File: src/design/afr_pkg.sv
// ============================================================================
// afr_pkg
// Shared constants and types of the addressed frame receiver.
// ============================================================================
`default_nettype none

package afr_pkg;

    localparam int unsigned DEFAULT_PAYLOAD_DEPTH = 64;

    localparam logic [7:0] START_BYTE = 8'h24;
    localparam logic [7:0] END_BYTE   = 8'h23;

    // Handover from the parser to the delivery side when a frame closes.
    typedef struct packed {
        logic start;
        logic ok;
    } deliver_ctrl_t;

endpackage

`default_nettype wire

File: src/design/afr_parser.sv
// ============================================================================
// afr_parser
// Byte-level frame parser: start, address, length, payload, checksum, end.
// ============================================================================
`default_nettype none

module afr_parser
    import afr_pkg::*;
#(
    parameter int unsigned PAYLOAD_DEPTH = DEFAULT_PAYLOAD_DEPTH,
    localparam int unsigned LEN_W  = $clog2(PAYLOAD_DEPTH + 1),
    localparam int unsigned ADDR_W = (PAYLOAD_DEPTH > 1) ? $clog2(PAYLOAD_DEPTH) : 1
)
(
    input  wire logic              clk,
    input  wire logic              rst_n,
    input  wire logic              byte_accept,
    input  wire logic [7:0]        rx_byte,
    input  wire logic [15:0]       own_address,
    output logic                   wr_en,
    output logic [ADDR_W-1:0]      wr_addr,
    output logic [7:0]             wr_data,
    output deliver_ctrl_t          deliver,
    output logic [LEN_W-1:0]       deliver_len
);

    typedef enum logic [5:0] {
        PH_HUNT = 6'b000001,
        PH_ADDR = 6'b000010,
        PH_LEN  = 6'b000100,
        PH_DATA = 6'b001000,
        PH_CHK  = 6'b010000,
        PH_END  = 6'b100000
    } phase_t;

    phase_t           phase_reg, phase_next;
    logic             low_seen_reg, low_seen_next;
    logic [7:0]       low_byte_reg, low_byte_next;
    logic [7:0]       sum_reg, sum_next;
    logic [LEN_W-1:0] len_reg, len_next;
    logic [LEN_W-1:0] count_reg, count_next;
    logic             match_reg, match_next;

    always_comb
    begin
        phase_next    = phase_reg;
        low_seen_next = low_seen_reg;
        low_byte_next = low_byte_reg;
        sum_next      = sum_reg;
        len_next      = len_reg;
        count_next    = count_reg;
        match_next    = match_reg;
        wr_en         = 1'b0;
        deliver.start = 1'b0;
        deliver.ok    = match_reg;
        if (byte_accept)
        begin
            case (phase_reg)
                PH_HUNT:
                begin
                    if (rx_byte == START_BYTE)
                    begin
                        low_seen_next = 1'b0;
                        sum_next      = '0;
                        count_next    = '0;
                        phase_next    = PH_ADDR;
                    end
                end
                PH_ADDR:
                begin
                    sum_next = sum_reg + rx_byte;
                    if (!low_seen_reg)
                    begin
                        low_byte_next = rx_byte;
                        low_seen_next = 1'b1;
                    end
                    else if ({rx_byte, low_byte_reg} == own_address)
                    begin
                        phase_next = PH_LEN;
                    end
                    else
                    begin
                        phase_next = PH_HUNT;
                    end
                end
                PH_LEN:
                begin
                    if (rx_byte > 8'(PAYLOAD_DEPTH))
                    begin
                        phase_next = PH_HUNT;
                    end
                    else
                    begin
                        len_next   = LEN_W'(rx_byte);
                        sum_next   = sum_reg + rx_byte;
                        phase_next = (rx_byte == 8'd0) ? PH_CHK : PH_DATA;
                    end
                end
                PH_DATA:
                begin
                    // Length is never zero and never above the depth here.
                    wr_en      = 1'b1;
                    count_next = count_reg + 1'b1;
                    sum_next   = sum_reg + rx_byte;
                    if (count_next == len_reg)
                    begin
                        phase_next = PH_CHK;
                    end
                end
                PH_CHK:
                begin
                    match_next = (rx_byte == sum_reg);
                    phase_next = PH_END;
                end
                PH_END:
                begin
                    if (rx_byte == END_BYTE)
                    begin
                        deliver.start = 1'b1;
                        phase_next    = PH_HUNT;
                    end
                end
                default:
                begin
                    phase_next = PH_HUNT;
                end
            endcase
        end
    end

    assign wr_addr     = count_reg[ADDR_W-1:0];
    assign wr_data     = rx_byte;
    assign deliver_len = len_reg;

    always_ff @(posedge clk or negedge rst_n)
    begin
        if (!rst_n)
        begin
            phase_reg    <= PH_HUNT;
            low_seen_reg <= 1'b0;
            low_byte_reg <= '0;
            sum_reg      <= '0;
            len_reg      <= '0;
            count_reg    <= '0;
            match_reg    <= 1'b0;
        end
        else
        begin
            phase_reg    <= phase_next;
            low_seen_reg <= low_seen_next;
            low_byte_reg <= low_byte_next;
            sum_reg      <= sum_next;
            len_reg      <= len_next;
            count_reg    <= count_next;
            match_reg    <= match_next;
        end
    end

endmodule

`default_nettype wire

File: src/design/afr_buffer.sv
// ============================================================================
// afr_buffer
// Payload memory and the read-out burst that delivers a completed frame.
// ============================================================================
`default_nettype none

module afr_buffer
    import afr_pkg::*;
#(
    parameter int unsigned PAYLOAD_DEPTH = DEFAULT_PAYLOAD_DEPTH,
    localparam int unsigned LEN_W  = $clog2(PAYLOAD_DEPTH + 1),
    localparam int unsigned ADDR_W = (PAYLOAD_DEPTH > 1) ? $clog2(PAYLOAD_DEPTH) : 1
)
(
    input  wire logic              clk,
    input  wire logic              rst_n,
    input  wire logic              wr_en,
    input  wire logic [ADDR_W-1:0] wr_addr,
    input  wire logic [7:0]        wr_data,
    input  wire deliver_ctrl_t     deliver,
    input  wire logic [LEN_W-1:0]  deliver_len,
    output logic                   busy,
    output logic                   out_valid,
    input  wire logic              out_ready,
    output logic [7:0]             payload_byte,
    output logic                   last,
    output logic                   checksum_ok,
    output logic                   empty_frame
);

    logic [7:0] mem [PAYLOAD_DEPTH];
    logic [7:0] mem_q_reg;

    logic             burst_reg;
    logic [LEN_W-1:0] rd_idx_reg;
    logic [LEN_W-1:0] len_reg;
    logic             empty_reg;
    logic             ok_reg;

    logic p1_valid_reg, p1_last_reg, p1_empty_reg, p1_ok_reg;
    logic out_valid_reg, out_last_reg, out_ok_reg, out_empty_reg;
    logic [7:0] out_byte_reg;

    logic             out_load;
    logic             issue;
    logic             issue_last;
    logic [LEN_W-1:0] rd_idx_inc;

    assign out_load   = p1_valid_reg && (!out_valid_reg || out_ready);
    assign issue      = burst_reg && (!p1_valid_reg || out_load);
    assign rd_idx_inc = rd_idx_reg + 1'b1;
    assign issue_last = empty_reg || (rd_idx_inc == len_reg);

    // Writes happen only while no burst runs, so they never meet a read.
    always_ff @(posedge clk)
    begin
        if (wr_en)
        begin
            mem[wr_addr] <= wr_data;
        end
        if (issue)
        begin
            mem_q_reg <= mem[rd_idx_reg[ADDR_W-1:0]];
        end
    end

    always_ff @(posedge clk or negedge rst_n)
    begin
        if (!rst_n)
        begin
            burst_reg     <= 1'b0;
            rd_idx_reg    <= '0;
            p1_valid_reg  <= 1'b0;
            out_valid_reg <= 1'b0;
        end
        else
        begin
            if (deliver.start)
            begin
                burst_reg  <= 1'b1;
                rd_idx_reg <= '0;
            end
            else if (issue)
            begin
                rd_idx_reg <= rd_idx_inc;
                if (issue_last)
                begin
                    burst_reg <= 1'b0;
                end
            end

            if (issue)
            begin
                p1_valid_reg <= 1'b1;
            end
            else if (out_load)
            begin
                p1_valid_reg <= 1'b0;
            end

            if (out_load)
            begin
                out_valid_reg <= 1'b1;
            end
            else if (out_ready)
            begin
                out_valid_reg <= 1'b0;
            end
        end
    end

    always_ff @(posedge clk)
    begin
        if (deliver.start)
        begin
            len_reg   <= deliver_len;
            empty_reg <= (deliver_len == '0);
            ok_reg    <= deliver.ok;
        end
        if (issue)
        begin
            p1_last_reg  <= issue_last;
            p1_empty_reg <= empty_reg;
            p1_ok_reg    <= ok_reg;
        end
        if (out_load)
        begin
            out_byte_reg  <= p1_empty_reg ? 8'd0 : mem_q_reg;
            out_last_reg  <= p1_last_reg;
            out_ok_reg    <= p1_ok_reg;
            out_empty_reg <= p1_empty_reg;
        end
    end

    assign busy         = burst_reg;
    assign out_valid    = out_valid_reg;
    assign payload_byte = out_byte_reg;
    assign last         = out_last_reg;
    assign checksum_ok  = out_ok_reg;
    assign empty_frame  = out_empty_reg;

endmodule

`default_nettype wire

File: src/design/addressed_frame_receiver_core.sv
// After the closing '#' the first word passes the burst flag, read and output registers.
// Throughput: one received byte per cycle while parsing; the delivery burst then reads
// one payload word per cycle unless out_ready stalls it; no byte is accepted meanwhile.
// Reset: rst_n clears the parser, the burst reader and the output register at once;
// the payload memory is not cleared and needs no clearing pass.
// ============================================================================
// addressed_frame_receiver_core
// Frame receiver that checks address and checksum and replays the payload.
// ============================================================================
`default_nettype none

module addressed_frame_receiver_core
    import afr_pkg::*;
#(
    parameter int unsigned PAYLOAD_DEPTH = DEFAULT_PAYLOAD_DEPTH
)
(
    input  wire logic        clk,
    input  wire logic        rst_n,
    input  wire logic        cfg_valid,
    output logic             cfg_ready,
    input  wire logic [15:0] own_address,
    input  wire logic        in_valid,
    output logic             in_ready,
    input  wire logic [7:0]  rx_byte,
    output logic             out_valid,
    input  wire logic        out_ready,
    output logic [7:0]       payload_byte,
    output logic             last,
    output logic             checksum_ok,
    output logic             empty_frame
);

    localparam int unsigned LEN_W  = $clog2(PAYLOAD_DEPTH + 1);
    localparam int unsigned ADDR_W = (PAYLOAD_DEPTH > 1) ? $clog2(PAYLOAD_DEPTH) : 1;

    logic [15:0]       own_address_reg;
    logic              busy;
    logic              wr_en;
    logic [ADDR_W-1:0] wr_addr;
    logic [7:0]        wr_data;
    deliver_ctrl_t     deliver;
    logic [LEN_W-1:0]  deliver_len;

    assign cfg_ready = 1'b1;
    assign in_ready  = !busy;

    always_ff @(posedge clk or negedge rst_n)
    begin
        if (!rst_n)
        begin
            own_address_reg <= '0;
        end
        else if (cfg_valid)
        begin
            own_address_reg <= own_address;
        end
    end

    afr_parser #(
        .PAYLOAD_DEPTH (PAYLOAD_DEPTH)
    ) u_parser (
        .clk         (clk),
        .rst_n       (rst_n),
        .byte_accept (in_valid && in_ready),
        .rx_byte     (rx_byte),
        .own_address (own_address_reg),
        .wr_en       (wr_en),
        .wr_addr     (wr_addr),
        .wr_data     (wr_data),
        .deliver     (deliver),
        .deliver_len (deliver_len)
    );

    afr_buffer #(
        .PAYLOAD_DEPTH (PAYLOAD_DEPTH)
    ) u_buffer (
        .clk          (clk),
        .rst_n        (rst_n),
        .wr_en        (wr_en),
        .wr_addr      (wr_addr),
        .wr_data      (wr_data),
        .deliver      (deliver),
        .deliver_len  (deliver_len),
        .busy         (busy),
        .out_valid    (out_valid),
        .out_ready    (out_ready),
        .payload_byte (payload_byte),
        .last         (last),
        .checksum_ok  (checksum_ok),
        .empty_frame  (empty_frame)
    );

endmodule

`default_nettype wire

File: config.mk
export PLATFORM = sky130hd
export DESIGN_NAME = addressed_frame_receiver_core
export DESIGN_NICKNAME = d
export VERILOG_FILES = /design/src/design/afr_pkg.sv /design/src/design/afr_parser.sv /design/src/design/afr_buffer.sv /design/src/design/addressed_frame_receiver_core.sv
export SDC_FILE = /design/constraint.sdc
export NUM_CORES = 1
export LEC_CHECK = 0
export BUFFER_PORTS_ARGS = -buffer_cell sky130_fd_sc_hd__buf_4
export CAP_MARGIN = 20
export CORE_MARGIN = 5
export CORE_UTILIZATION = 45
export CTS_CLUSTER_SIZE = 25
export DETAILED_ROUTE_END_ITERATION = 10
export MAX_ROUTING_LAYER = met4
export PLACE_DENSITY = 0.56
export SYNTH_ARGS = -nofsm -noshare
export SYNTH_HDL_FRONTEND = slang
export SYNTH_SLANG_ARGS = --single-unit
File: constraint.sdc
create_clock -name clk -period 3.8 [get_ports clk]
set_input_delay 0.57 -clock clk [delete_from_list [all_inputs] [get_ports clk]]
set_output_delay 0.57 -clock clk [all_outputs]
set_load 0.01 [all_outputs]
== Word-level counts from Yosys, hierarchy flattened ==
Memories as Yosys holds them, arrays and structs flattened. A register that Yosys moved wholly into a read port is not among the register bits.
Index checks and enable logic that the tools add are counted.

* RAM bits: 512
* Memories kept: 1
* Word-level logic and storage cells: 104
* Output and inout bits: 14
* Input port bits: 29
* Bits in registers: 87

* $lt $le $gt $ge: 1
* Add/sub/neg operators: 3
* Reductions and logical operators: 27
* Mux-type cells: 31
* Bitwise logic cells: 2
* Equality and inequality tests: 17

{| class="wikitable"
|+ Memory list
! memory !! depth !! bits a word !! read ports !! clocked after Yosys merged registers in !! write ports !! line !! text
|-
| u_buffer.mem || 64 || 8 || 1 || 1 || 1 || afr_buffer.sv:31 || <nowiki>logic [7:0] mem [PAYLOAD_DEPTH];</nowiki>
|}

{| class="wikitable"
|+ Operators by type and width
! kind !! count
|-
| $pmux W6 S6 || 1
|-
| $mux W6 || 5
|-
| $pmux W8 S3 || 1
|-
| $mux W7 || 3
|-
| $eq A16 B16 Y1 || 1
|-
| $eq A8 B6 Y1 const B || 2
|-
| $mux W8 || 2
|-
| $mux W1 || 15
|-
| $add A7 B1 Y7 const B || 2
|-
| $eq A7 B7 Y1 || 2
|-
| $pmux W7 S2 || 1
|-
| $reduce_and A3 Y1 || 4
|-
| $reduce_bool A2 Y1 || 6
|-
| $add A8 B8 Y8 || 1
|-
| $eq A8 B8 Y1 || 1
|-
| $gt A8 B7 Y1 const B || 1
|-
| $logic_not A8 Y1 || 1
|-
| $ne A2 B1 Y1 const B || 4
|-
| $logic_not A7 Y1 || 1
|-
| $eq A6 B1 Y1 const B || 1
|-
| $eq A6 B2 Y1 const B || 1
|-
| $eq A6 B3 Y1 const B || 1
|-
| $eq A6 B4 Y1 const B || 1
|-
| $eq A6 B5 Y1 const B || 1
|-
| 14 further kinds || 22
|}

== Longest topological paths before layout ==
* Word-level depth: 7
* Mapped depth: 10
* Gate-level depth less buffers: 7

== Hierarchy ==
From an unflattened synthesis, not the netlist that was laid out.

* Cell total of the unflattened synthesis: 1334
* Area, all modules: 24636.1 sq um

{| class="wikitable"
|+ By module, submodules not included
! module !! area an instance (sq um) !! instances !! cells an instance !! seq. area each (sq um)
|-
| afr_buffer || 21521.9 || 1 || 1061 || 16555.9
|-
| afr_parser || 2443.6 || 1 || 235 || 952.2
|-
| addressed_frame_receiver_core || 670.6 || 1 || 38 || 400.4
|}

== Worst setup path after synthesis ==
OpenSTA, ideal clock, no wires.

* Path kind: register -> register
* From: reg u_buffer.rd_idx_reg[1]
* To: reg u_buffer.mem_q_reg[0], read port of u_buffer.mem, data pin
* Period minus slack after synthesis: 2.631 ns
* Arrival time: 2.359 ns
* Slack: 1.169 ns
* Stages on the path, launching flop included: 7
* Setup time: 0.272 ns
* Cells stage by stage: dfrtp_1 clkbuf_1 clkbuf_1 buf_1 mux4_2 mux4_2 mux4_2

{| class="wikitable"
|+ RTL lines
! element !! line !! text
|-
| start, declared || afr_buffer.sv:35 || <nowiki>logic [LEN_W-1:0] rd_idx_reg;</nowiki>
|-
| start signal, assigned || afr_buffer.sv:85 || <nowiki>rd_idx_reg <= rd_idx_inc;</nowiki>
|-
| end, declared || afr_buffer.sv:32 || <nowiki>logic [7:0] mem_q_reg;</nowiki>
|}

==> qor.yml <==
status: "finished clean"
mostFrequentLayoutCell: "edfxtp_1"
cp-end-kind: "flip-flop"
grt_overflow: 0
antenna_found_initial: 2
synth_nets: 1272
ys.flop_type: "edfxtp_1"
cp.arrival_ns: 3.40
multi_input_area_um2: 6140
vias: 12200
slew_headroom_pct: 27.1
num_rows: 85
slew_viol_final: 0
ir_worst_vdd_uv: 400
totalWireLength_mm: 56.4
gp_congestion: 0.788
power_density_nw_per_um2: 514
cap_viol_max_count: 0
firstDrtPassIters: 5
dp.final_hpwl_mm: 34.6
start_util_pct: 45.4
cts_tree: "yes"
post-route-period-util_pct: 79.9
skew_ns: 0.0220
grtUsageTotal_pct: 19.8
dieWidth_um: 243
largest_reg_flops: 512
vias_per_cell: 5.76
holdBufCountCts: 0
grt_max_degree: 72
syn_avg_cell_area_um2: 19.8
coreArea_um2: 53700
grt_pass1_wl_mm: 85.3
portBuffers: 41
fmax_mhz: 329
clkTransAtPathRegs_ns: 0.06
die-area_um2: 58900
fin_nets: 1399
synthCells: 1233
cts_root_buffer: "clkbuf_16"
async_flop_share_pct: 10.5
cts_resized: 0
rr_endpoint: "u_buffer.mem_q_reg[2]"
period_needed_ns: 3.04
syn2layout_area_growth_pct: 15.2
synth_edf_count: 543
rsz0062_at_grt: "no"
syn-cell-area_um2: 24400
min_path_type: "input port to asynchronous set/reset pin"
worstSetupPathType: "flip-flop to flip-flop"
regArea_um2: 17900
hold_viol_final: 0
reg2reg_from: "u_buffer.rd_idx_reg[0]"
drtIter0Drc: 1081
cts_buffer_depth: 3
numCtsBuffers: 61
critPathRequiredTime_ns: 4.17
clock_latency_ns: 0.62
grt_pass1_vias: 12600
ys_ff_latch: 607
finalPower_mw: 14.4
final.setup.tns_ns: 0
n_fill_cell: 4228
yosysWarnings: 0
finalWorstSetupSlack_ns: 0.765
ys_types: 64
mostFrequentLayoutCells: "edfxtp_1, mux4_2, buf_4"
post-place-ws_ns: 0.732
wl_per_cell_um: 26.7
die_h_um: 243
tightest_slew_ns: 1.09
cp-start-kind: "flip-flop"
p_leak_nw: 9.12
ioPinCount: 43
ff2ff_path_depth: 4
post-cts-setup-buffers: 0
route.detailed.drc: 0
synth_seq_area_share_pct: 73.4
setup_viol: 0
drtAntennaViolNets: 0
cp_max_fo: 34
cts_max_level: 2
clock_sinks: 607
layout-drive-gt1-share_pct: 29.4
r2r_slack_ns: 0.76
[where the power goes]
| part | total, mW | internal, mW | leakage, nW | switching [mW] |
|---|---|---|---|---|
| Sequential | 7.47 | 7.38 | 5.70 | 0.0884 |
| Clock | 6.29 | 3.73 | 1.04 | 2.56 |
| Combinational | 0.692 | 0.303 | 2.38 | 0.389 |
| Total | 14.4 | 11.4 | 9.12 | 3.03 |
[synthesized netlist by cell type, drive strengths merged (2+ instances only)]
master	count	area [um^2]
edfxtp	543	16300
mux4	161	3630
nor2	85	319
dfrtp	63	1580
nand2	45	169
mux2	32	360
buf	29	178
clkbuf	29	109
xor2	26	228
a21oi	23	115
nand3	16	80.1
o21ai	16	80.1
inv	14	52.6
nor2b	14	87.6
nor3	13	80.1
nor4	12	75.1
xnor2	12	105
ha	9	113
nand2b	9	56.3
a22o	7	61.3
a32oi	7	61.3
or3	6	37.5
and2	5	31.3
and3	5	31.3
nand4	5	31.3
nand3b	4	30.0
o31ai	4	30.0
and3b	3	26.3
o21a	3	22.5
or4	3	26.3
a21o	2	15.0
mux2i	2	20.0
nor4b	2	23.8
o211ai	2	15.0
o41ai	2	17.5
or2	2	12.5
[metal layers]
layer	global-route usage, %	vias to the layer above	share of wire, %
met5	-	-	0
met4	5.04	0	2.0
met3	3.09	79	5.5
met2	29.9	349	48
met1	28.9	6441	45
li1	-	5283	-
[kinds of logic (layout without fill, tap and decap cells)]
kind of cell	Yosys count	after routing	share of synthesized area, %
adder cells (fa/ha/maj)	10	10	0.544
buffers and inverters	72	252	1.39
XOR/XNOR	38	38	1.36
other	1	2	0.0154
multiplexers	195	195	16.4
AO/OA/AOI/OAI	78	78	2.14
flip-flops	607	607	73.4
AND/OR/NAND/NOR	232	232	4.68
[worst max path at each step]
stage	start	end	slack, ns
finish	u_buffer.rd_idx_reg[0]	u_buffer.mem_q_reg[2]	0.76
global route	u_parser.phase_reg[1]	u_buffer.mem[22][5]	0.62
CTS	u_buffer.rd_idx_reg[0]	u_buffer.mem_q_reg[2]	0.71
detailed placement	u_buffer.rd_idx_reg[0]	u_buffer.mem_q_reg[2]	0.73
global placement	u_buffer.rd_idx_reg[0]	u_buffer.mem_q_reg[2]	0.73
floorplan	u_buffer.rd_idx_reg[1]	u_buffer.mem_q_reg[0]	1.17
[final cells by class]
| class | count | share of cell area [%] |
|---|---|---|
| diodes | 1 | 0.00891 |
| inverters | 14 | 0.187 |
| multi-input cells | 554 | 21.9 |
| well taps | 696 | 3.10 |
| flip-flops and latches | 607 | 63.8 |
| clock buffers | 68 | 5.60 |
| repair buffers | 122 | 3.57 |
| clock inverters | 48 | 1.90 |
[metrics by stage]
step | hold WS, ns | util (%) | instance area (um^2) | std cells
CTS | 0.0529 | 52.3 | 28100 | 2109
floorplan | 0.274 | - | 24400 | 1233
global placement | 0.412 | 48.4 | 26000 | 1993
detailed placement | 0.409 | 48.4 | 26000 | 1993
finish | 0.0661 | 52.3 | 28100 | 2110
global route | 0.109 | 52.3 | 28100 | 2110
[critical path: stages (launching register included)]
cell and delay, ns:
dfrtp_4 0.81, buf_12 0.37, mux4_2 0.55, mux4_2 0.54
mux4_2 0.47
Power figures use the tool's default switching activity.
